<file path="src/sv/bpc_pkg.sv">
// ----------------------------------------------------------------------------
// bpc_pkg
// Shared constants, types and helpers of the barometric compensation core:
// field widths, pipeline stage numbers and the register map.
// ----------------------------------------------------------------------------
package bpc_pkg;

  // default output scaling
  localparam int TEMP_FRAC_BITS_DEF  = 16;
  localparam int PRESS_FRAC_BITS_DEF = 8;

  // exact scaling of the internal temperature and pressure sums
  localparam int T_SCALE_BITS = 48;
  localparam int P_SCALE_BITS = 181;
  localparam int COEF_OFFSET  = 16384;

  // multiplier: 33x33 partial products summed by a registered binary tree
  localparam int MUL_PIECE_W     = 32;
  localparam int MUL_TREE_LEVELS = 4;
  localparam int MUL_LAT         = 1 + MUL_TREE_LEVELS;

  // configuration port
  localparam int CFG_ADDR_W = 5;
  localparam int CFG_DATA_W = 64;

  typedef enum logic [1:0] {
    REG_CAL_TEMP    = 2'd0,
    REG_CAL_PRESS_A = 2'd1,
    REG_CAL_PRESS_B = 2'd2,
    REG_CAL_PRESS_C = 2'd3
  } reg_idx_t;

  // datapath widths (signed)
  localparam int D_W    = 25;
  localparam int P_W    = 25;
  localparam int DT2_W  = 42;
  localparam int DD_W   = 50;
  localparam int DDT3_W = 58;
  localparam int NT_W   = 61;
  localparam int CT_W   = 69;
  localparam int PC11_W = 33;
  localparam int H1_W   = 70;
  localparam int H2_W   = 131;
  localparam int H3_W   = 192;
  localparam int E_W    = 194;
  localparam int PC_W   = 95;
  localparam int PE_W   = 219;
  localparam int ACC_W  = 220;

  // stage numbers, counted in clock edges after the input register
  localparam int ST_D   = 1;
  localparam int ST_M1  = ST_D + MUL_LAT;
  localparam int ST_M2  = ST_M1 + MUL_LAT;
  localparam int ST_NT  = ST_M2 + 1;
  localparam int ST_TQ  = ST_NT + 1;
  localparam int ST_M3  = ST_NT + MUL_LAT;
  localparam int ST_H1  = ST_M3 + 1;
  localparam int ST_M4  = ST_H1 + MUL_LAT;
  localparam int ST_H2  = ST_M4 + 1;
  localparam int ST_M5  = ST_H2 + MUL_LAT;
  localparam int ST_H3  = ST_M5 + 1;
  localparam int ST_E   = ST_H3 + 1;
  localparam int ST_M6  = ST_E + MUL_LAT;
  localparam int ST_ACC = ST_M6 + 1;
  localparam int ST_OUT = ST_ACC + 1;

  // edges from the accepting edge to the edge that takes the result word
  localparam int PIPE_LAT = ST_OUT + 1;

  // implemented bits of each register
  function automatic logic [CFG_DATA_W-1:0] reg_mask(input reg_idx_t idx);
    logic [CFG_DATA_W-1:0] m;
    case (idx)
      REG_CAL_TEMP:    m = {{(CFG_DATA_W-40){1'b0}}, {40{1'b1}}};
      REG_CAL_PRESS_A: m = {{(CFG_DATA_W-48){1'b0}}, {48{1'b1}}};
      REG_CAL_PRESS_B: m = {{(CFG_DATA_W-48){1'b0}}, {48{1'b1}}};
      REG_CAL_PRESS_C: m = {{(CFG_DATA_W-32){1'b0}}, {32{1'b1}}};
      default:         m = '0;
    endcase
    return m;
  endfunction

endpackage

</file>
<file path="src/sv/bpc_mul.sv">
// ----------------------------------------------------------------------------
// bpc_mul
// Pipelined signed multiplier. Operands are cut into 32-bit pieces, all
// piece products are formed in one stage and summed by a registered tree.
// ----------------------------------------------------------------------------
module bpc_mul #(
  parameter int AW = 32,
  parameter int BW = 32
) (
  input  logic                    clk,
  input  logic signed [AW-1:0]    a,
  input  logic signed [BW-1:0]    b,
  output logic signed [AW+BW-1:0] p
);
  import bpc_pkg::*;

  localparam int PW = AW + BW;
  localparam int NA = (AW + MUL_PIECE_W - 1) / MUL_PIECE_W;
  localparam int NB = (BW + MUL_PIECE_W - 1) / MUL_PIECE_W;
  localparam int NL = 2 ** MUL_TREE_LEVELS;

  logic signed [NA*MUL_PIECE_W-1:0] a_ext;
  logic signed [NB*MUL_PIECE_W-1:0] b_ext;
  logic signed [PW-1:0]             pp_nxt [NL];
  logic signed [PW-1:0]             node_r [1:2*NL-1];

  assign a_ext = (NA*MUL_PIECE_W)'(a);
  assign b_ext = (NB*MUL_PIECE_W)'(b);

  // piece products; only the top piece of each operand carries the sign
  always_comb begin
    logic signed [MUL_PIECE_W:0]     pa;
    logic signed [MUL_PIECE_W:0]     pb;
    logic signed [2*MUL_PIECE_W+1:0] prod;
    for (int i = 0; i < NL; i++) begin
      pp_nxt[i] = '0;
    end
    for (int ia = 0; ia < NA; ia++) begin
      for (int ib = 0; ib < NB; ib++) begin
        pa = (ia == NA - 1) ?
             {a_ext[MUL_PIECE_W*ia+MUL_PIECE_W-1], a_ext[MUL_PIECE_W*ia +: MUL_PIECE_W]} :
             {1'b0, a_ext[MUL_PIECE_W*ia +: MUL_PIECE_W]};
        pb = (ib == NB - 1) ?
             {b_ext[MUL_PIECE_W*ib+MUL_PIECE_W-1], b_ext[MUL_PIECE_W*ib +: MUL_PIECE_W]} :
             {1'b0, b_ext[MUL_PIECE_W*ib +: MUL_PIECE_W]};
        prod = pa * pb;
        pp_nxt[ia*NB+ib] = PW'(prod) <<< (MUL_PIECE_W * (ia + ib));
      end
    end
  end

  // leaves and registered adder tree, root at node 1
  always_ff @(posedge clk) begin
    for (int i = 0; i < NL; i++) begin
      node_r[NL+i] <= pp_nxt[i];
    end
    for (int n = 1; n < NL; n++) begin
      node_r[n] <= node_r[2*n] + node_r[2*n+1];
    end
  end

  assign p = node_r[1];

endmodule

</file>
<file path="config.mk">
export PLATFORM = sky130hd
export DESIGN_NAME = bpc_mul
export DESIGN_NICKNAME = d
export VERILOG_FILES = /design/src/sv/bpc_pkg.sv /design/src/sv/bpc_mul.sv
export SDC_FILE = /design/constraint.sdc
export NUM_CORES = 2
export LEC_CHECK = 0
export BUFFER_PORTS_ARGS = -buffer_cell sky130_fd_sc_hd__clkbuf_2
export CORE_ASPECT_RATIO = 1.5
export CORE_MARGIN = 2
export CORE_UTILIZATION = 40
export CTS_CLUSTER_DIAMETER = 120
export DETAILED_ROUTE_END_ITERATION = 8
export MAX_ROUTING_LAYER = met4
export PLACE_DENSITY = 0.64
export SLEW_MARGIN = 40
export SYNTH_ARGS = -nofsm -noshare
export SYNTH_HDL_FRONTEND = slang
export SYNTH_SLANG_ARGS = --single-unit
</file>
<file path="constraint.sdc">
create_clock -name clk -period 28 [get_ports clk]
set_input_delay 5.6 -clock clk [delete_from_list [all_inputs] [get_ports clk]]
set_output_delay 5.6 -clock clk [all_outputs]
set_load 0.005 [all_outputs]
</file>
Word level (Yosys, flattened, before mapping)
Memories as Yosys holds them, arrays and structs flattened.
Index checks and enable logic that the tools add are counted.
Widths: inputs -> output; s select.
{"block": "word_totals", "ff_bits": 0, "ram_bits": 1984, "output_inout_bits": 64, "word_cells": 17, "mem_count": 1}
{"memory": "node_r", "words": 31, "word_bits": 64, "read_ports": 31, "rd_ports_with_merged_regs": 0, "wr": 31, "line": "bpc_mul.sv:25", "text": "logic signed [PW-1:0] node_r [1:2*NL-1];"}
{"block": "op_classes", "n_addsub": 15, "n_mul": 1}
{"cell": "$add 64x64->64", "count": 15}
{"cell": "$mul 32x32->64", "count": 1}

Logic depth before layout (Yosys ltp)
An unclocked memory read counts as a cell.
{"block": "depth", "word_depth": 2, "depth_mapped": 27}

Worst setup path after synthesis
Ideal clock, no wire load.
{"block": "synth_timing", "kind": "input -> register", "start": "in a[31]", "end": "reg, netlist name node_r[1][63]", "setup_ns": 0.087, "arrival_ns": 12.830, "setup_slack_ns": 15.083, "cell_stages": 26, "path_cell_list": "clkbuf_1 -> nand2_1 -> inv_1 -> fa_1 -> inv_1 -> fa_1 -> inv_1 -> fa_1 -> fa_1 -> inv_1 -> fa_1 -> inv_1 -> fa_1 -> fa_1 -> fa_1 -> ha_1 -> buf_6 -> a21o_1 -> a21oi_1 -> o21bai_1 -> a31o_1 -> a31o_1 -> or3_1 -> o21ai_2 -> mux2i_1 -> nor4b_2"}
{"item": "from (decl)", "line": "bpc_mul.sv:11", "text": "input logic signed [AW-1:0] a,"}

==> metrics.md <==
| Metric | Value |
|---|---|
| Outcome | finished clean |
| Starting Density | 0.403 |
| Vias in the first global route | 32600 |
| Post-layout util | 0.426 |
| Worst endpoint data arrival time | 13830 ps |
| Worst path slowest cell | fa_1 |
| Core area | 0.107 mm^2 |
| CP cell instances | clkbuf_2, and2_1, fa_1, fa_1, fa_1, fa_1, inv_1, fa_1, inv_1, fa_1, inv_1, fa_1, inv_1, fa_1, ha_1, inv_1, nor2_1, nand3_1, a211oi_1, o22ai_1, nor4_1, o22a_2 |
| Worst slew pin tran | 900 ps |
| HP Class | flip-flop to flip-flop |
| Via density | 4.98 |
| Mapped cell area | 0.0431 mm^2 |
| Final Hold Fails | 0 |
| IO Port Bufs | 128 |
| Total of max-cap violations | 0 |
| CTS root buffer | clkbuf_16 |
| DIE HEIGHT | 406 um |
| Max reg flops | 320 |
| Most frequent CP cell | fa_1 |
| Post-synth top flop | dfxtp_1 |
| TNS Setup | 0 ps |
| TritonCTS clock tree | yes |
| Largest stage delay on the critical path | 940 ps |
| Remaining DRCs | 0 |
| GR Util met3 | 0.0238 |
| Fin crit share | 0.475 |
| Setup violators final | 0 |
| Detail Placement HPWL | 88100 um |
| Post-route ant nets | 0 |
| Yosys warning total | 0 |
| Congestion Overflow GR | 0 |
| Placement Setup Slack | 14190 ps |
| Largest net degree at the start of global routing | 33 |
| Required @ worst endpoint | 28540 ps |
| Layout area overhead | 5.87% |
| Fin. max-slew vios | 0 |
| Distinct cells, synth | 62 |
| GRT Util Overall | 0.220 |
| Fin area | 0.0456 mm^2 |
| Reg clk slew, reported paths | 60 ps |
| Cells after Synth | 4263 |
| PostCTS Resize Cnt | 0 |
| WL final | 111000 um |
| Slew Limit Headroom | 0.400 |
| Routed wire per std cell | 19.8 um |
| Most common cell after layout, fill and taps aside | fa_1 |
| Reg2reg start | node_r[1][57]$_DFF_P_ |
| Largest registers | node_r: 320 flops |
| Met2 usage | 0.411 |
| Most frequent cells in the layout | fa_1 (1082), inv_1 (952), nand2_1 (517) |
| R2R cell count | 0 |
| CTS hold repair buffers | 0 |
| 1st-pass router iterations | 5 |
| CP endpoint | node_r[1][61]$_DFF_P_ |
| GPL Wtd Cong | 0.885 |
| Initial DRC count | 1260 |
| Post-synthesis sequential area ratio | 0.149 |
| Via count | 28000 |
| Num CTS Buffers | 31 |
| Worst setup EP type | flip-flop |
| Async S/R FF share, synth | 0 |
| Yosys reg bits | 320 |
| Met1 Usage GRT | 0.207 |
| R2r setup slk | 27550 ps |
| Synthesized Nets | 5594 |
| Crit path launch type | input port |
| RSZ-0062 raised after global routing | false |
| Post-CTS Setup Inserts | 0 |
| Io pins | 129 |
| Number of synthesized flops with an enable pin | 0 |
| WS Path Type | input port to flip-flop |
| Die W | 272 um |
| Max Clock Freq | 75.2 MHz |
| Initial antenna violation count | 6 |
| Tmin final | 13290 ps |
| Critical path origin | b[4] |
| First-pass GRT wire length | 179000 um |
| Clk_skew | 9.13 ps |
| CTS Sinks | 320 |
| FP Rows | 147 |
| Clock Latency Late Sink | 590 ps |
| Grt peak-use layer | met2 |
| RR Endpoint | node_r[0][569]$_DFF_P_ |
| Final net count | 5514 |
| Share of cells above drive strength 1 | 0.0564 |
| Avg Synthesized Cell Area | 10.1 um^2 |
| Area post-placement | 0.0446 mm^2 |
| Clock Tree Buf Depth | 3 |
| Largest Register | node_r |
| Full die area | 0.110 mm^2 |
| CP Max Fanout | 32 |
| Max H-tree Level | 1 |
| Setup WS post-layout | 14710 ps |
==> cell usage after synthesis (4+ instances only) <==
master	n	area, um^2
fa_1	1082	21700
inv_1	952	3570
nand2_1	517	1940
and2_1	516	3230
dfxtp_1	320	6410
clkbuf_1	212	796
ha_1	184	2300
buf_4	64	480
a21oi_1	62	310
nor2_1	53	199
xnor2_1	46	403
a21o_1	38	285
o21ai_0	29	145
xor2_1	22	193
nand4_1	17	106
o21bai_1	15	113
nand3_1	12	60.1
a211oi_1	10	75.1
nand2b_1	10	62.6
nor3_1	9	45.0
a31oi_1	7	43.8
o21ai_1	6	30.0
o21a_1	5	37.5
a31o_2	4	35.0
and3_1	4	25.0
o211ai_1	4	30.0
o31ai_1	4	30.0
or3_1	4	25.0
==> worst min-delay path by stage <==
stage                            from                      to  slack, ps  cells after the start
6_report        node_r[1][30]$_DFF_P_  node_r[0][542]$_DFF_P_        320                      0
5_1_grt        node_r[0][525]$_DFF_P_  node_r[0][269]$_DFF_P_        320                      0
4_1_cts         node_r[1][30]$_DFF_P_  node_r[0][542]$_DFF_P_        320                      0
3_5_place_dp   node_r[0][189]$_DFF_P_  node_r[0][125]$_DFF_P_        310                      0
3_3_place_gp   node_r[0][528]$_DFF_P_  node_r[0][272]$_DFF_P_        310                      0
2_1_floorplan  node_r[0][164]$_DFF_P_  node_r[0][100]$_DFF_P_        310                      0
==> routing by layer <==
metal,vias up,part of all wire
li1,12000,-
met2,831,0.55
met3,384,0.040
met1,14800,0.32
met4,0,0.093
met5,-,0
==> critical path, delay by kind of cell <==
| family | cells | cell delay (ps) |
|---|---|---|
| adder cells (fa/ha/maj) | 9 | 5110 |
| buffers and inverters | 6 | 1060 |
| AO/OA/AOI/OAI | 3 | 1030 |
| AND/OR/NAND/NOR | 4 | 1010 |
==> cell type report <==
class                   count  area (um^2)
flip-flops and latches    320         6410
inverters                 952         3570
clock buffers              43          891
multi-input cells        2710        31800
repair buffers            168          978
diodes                      8         20.0
clock inverters            12          175
fillers                 10400        61400
well taps                1415         1770
==> kinds of logic (layout without fill, tap and decap cells) <==
family | count (synthesis) | after routing | share of synthesized area
buffers and inverters | 1233 | 1175 | 0.113
XOR/XNOR | 68 | 68 | 0.0138
flip-flops | 320 | 320 | 0.149
other | 0 | 8 | 0
multiplexers | 1 | 1 | 0.000232
AND/OR/NAND/NOR | 1160 | 1160 | 0.135
adder cells (fa/ha/maj) | 1266 | 1266 | 0.556
AO/OA/AOI/OAI | 215 | 215 | 0.0329
==> stage by stage <==
step | instances | hold WS (ps)
CTS | 5620 | 321
global route | 5624 | 324
global placement | 5564 | 310
floorplan | 4263 | 310
finish | 5628 | 321
detailed placement | 5565 | 312
Power is not shown: default switching activity piles up to over one toggle a cycle in this logic, so the estimate is an artifact.
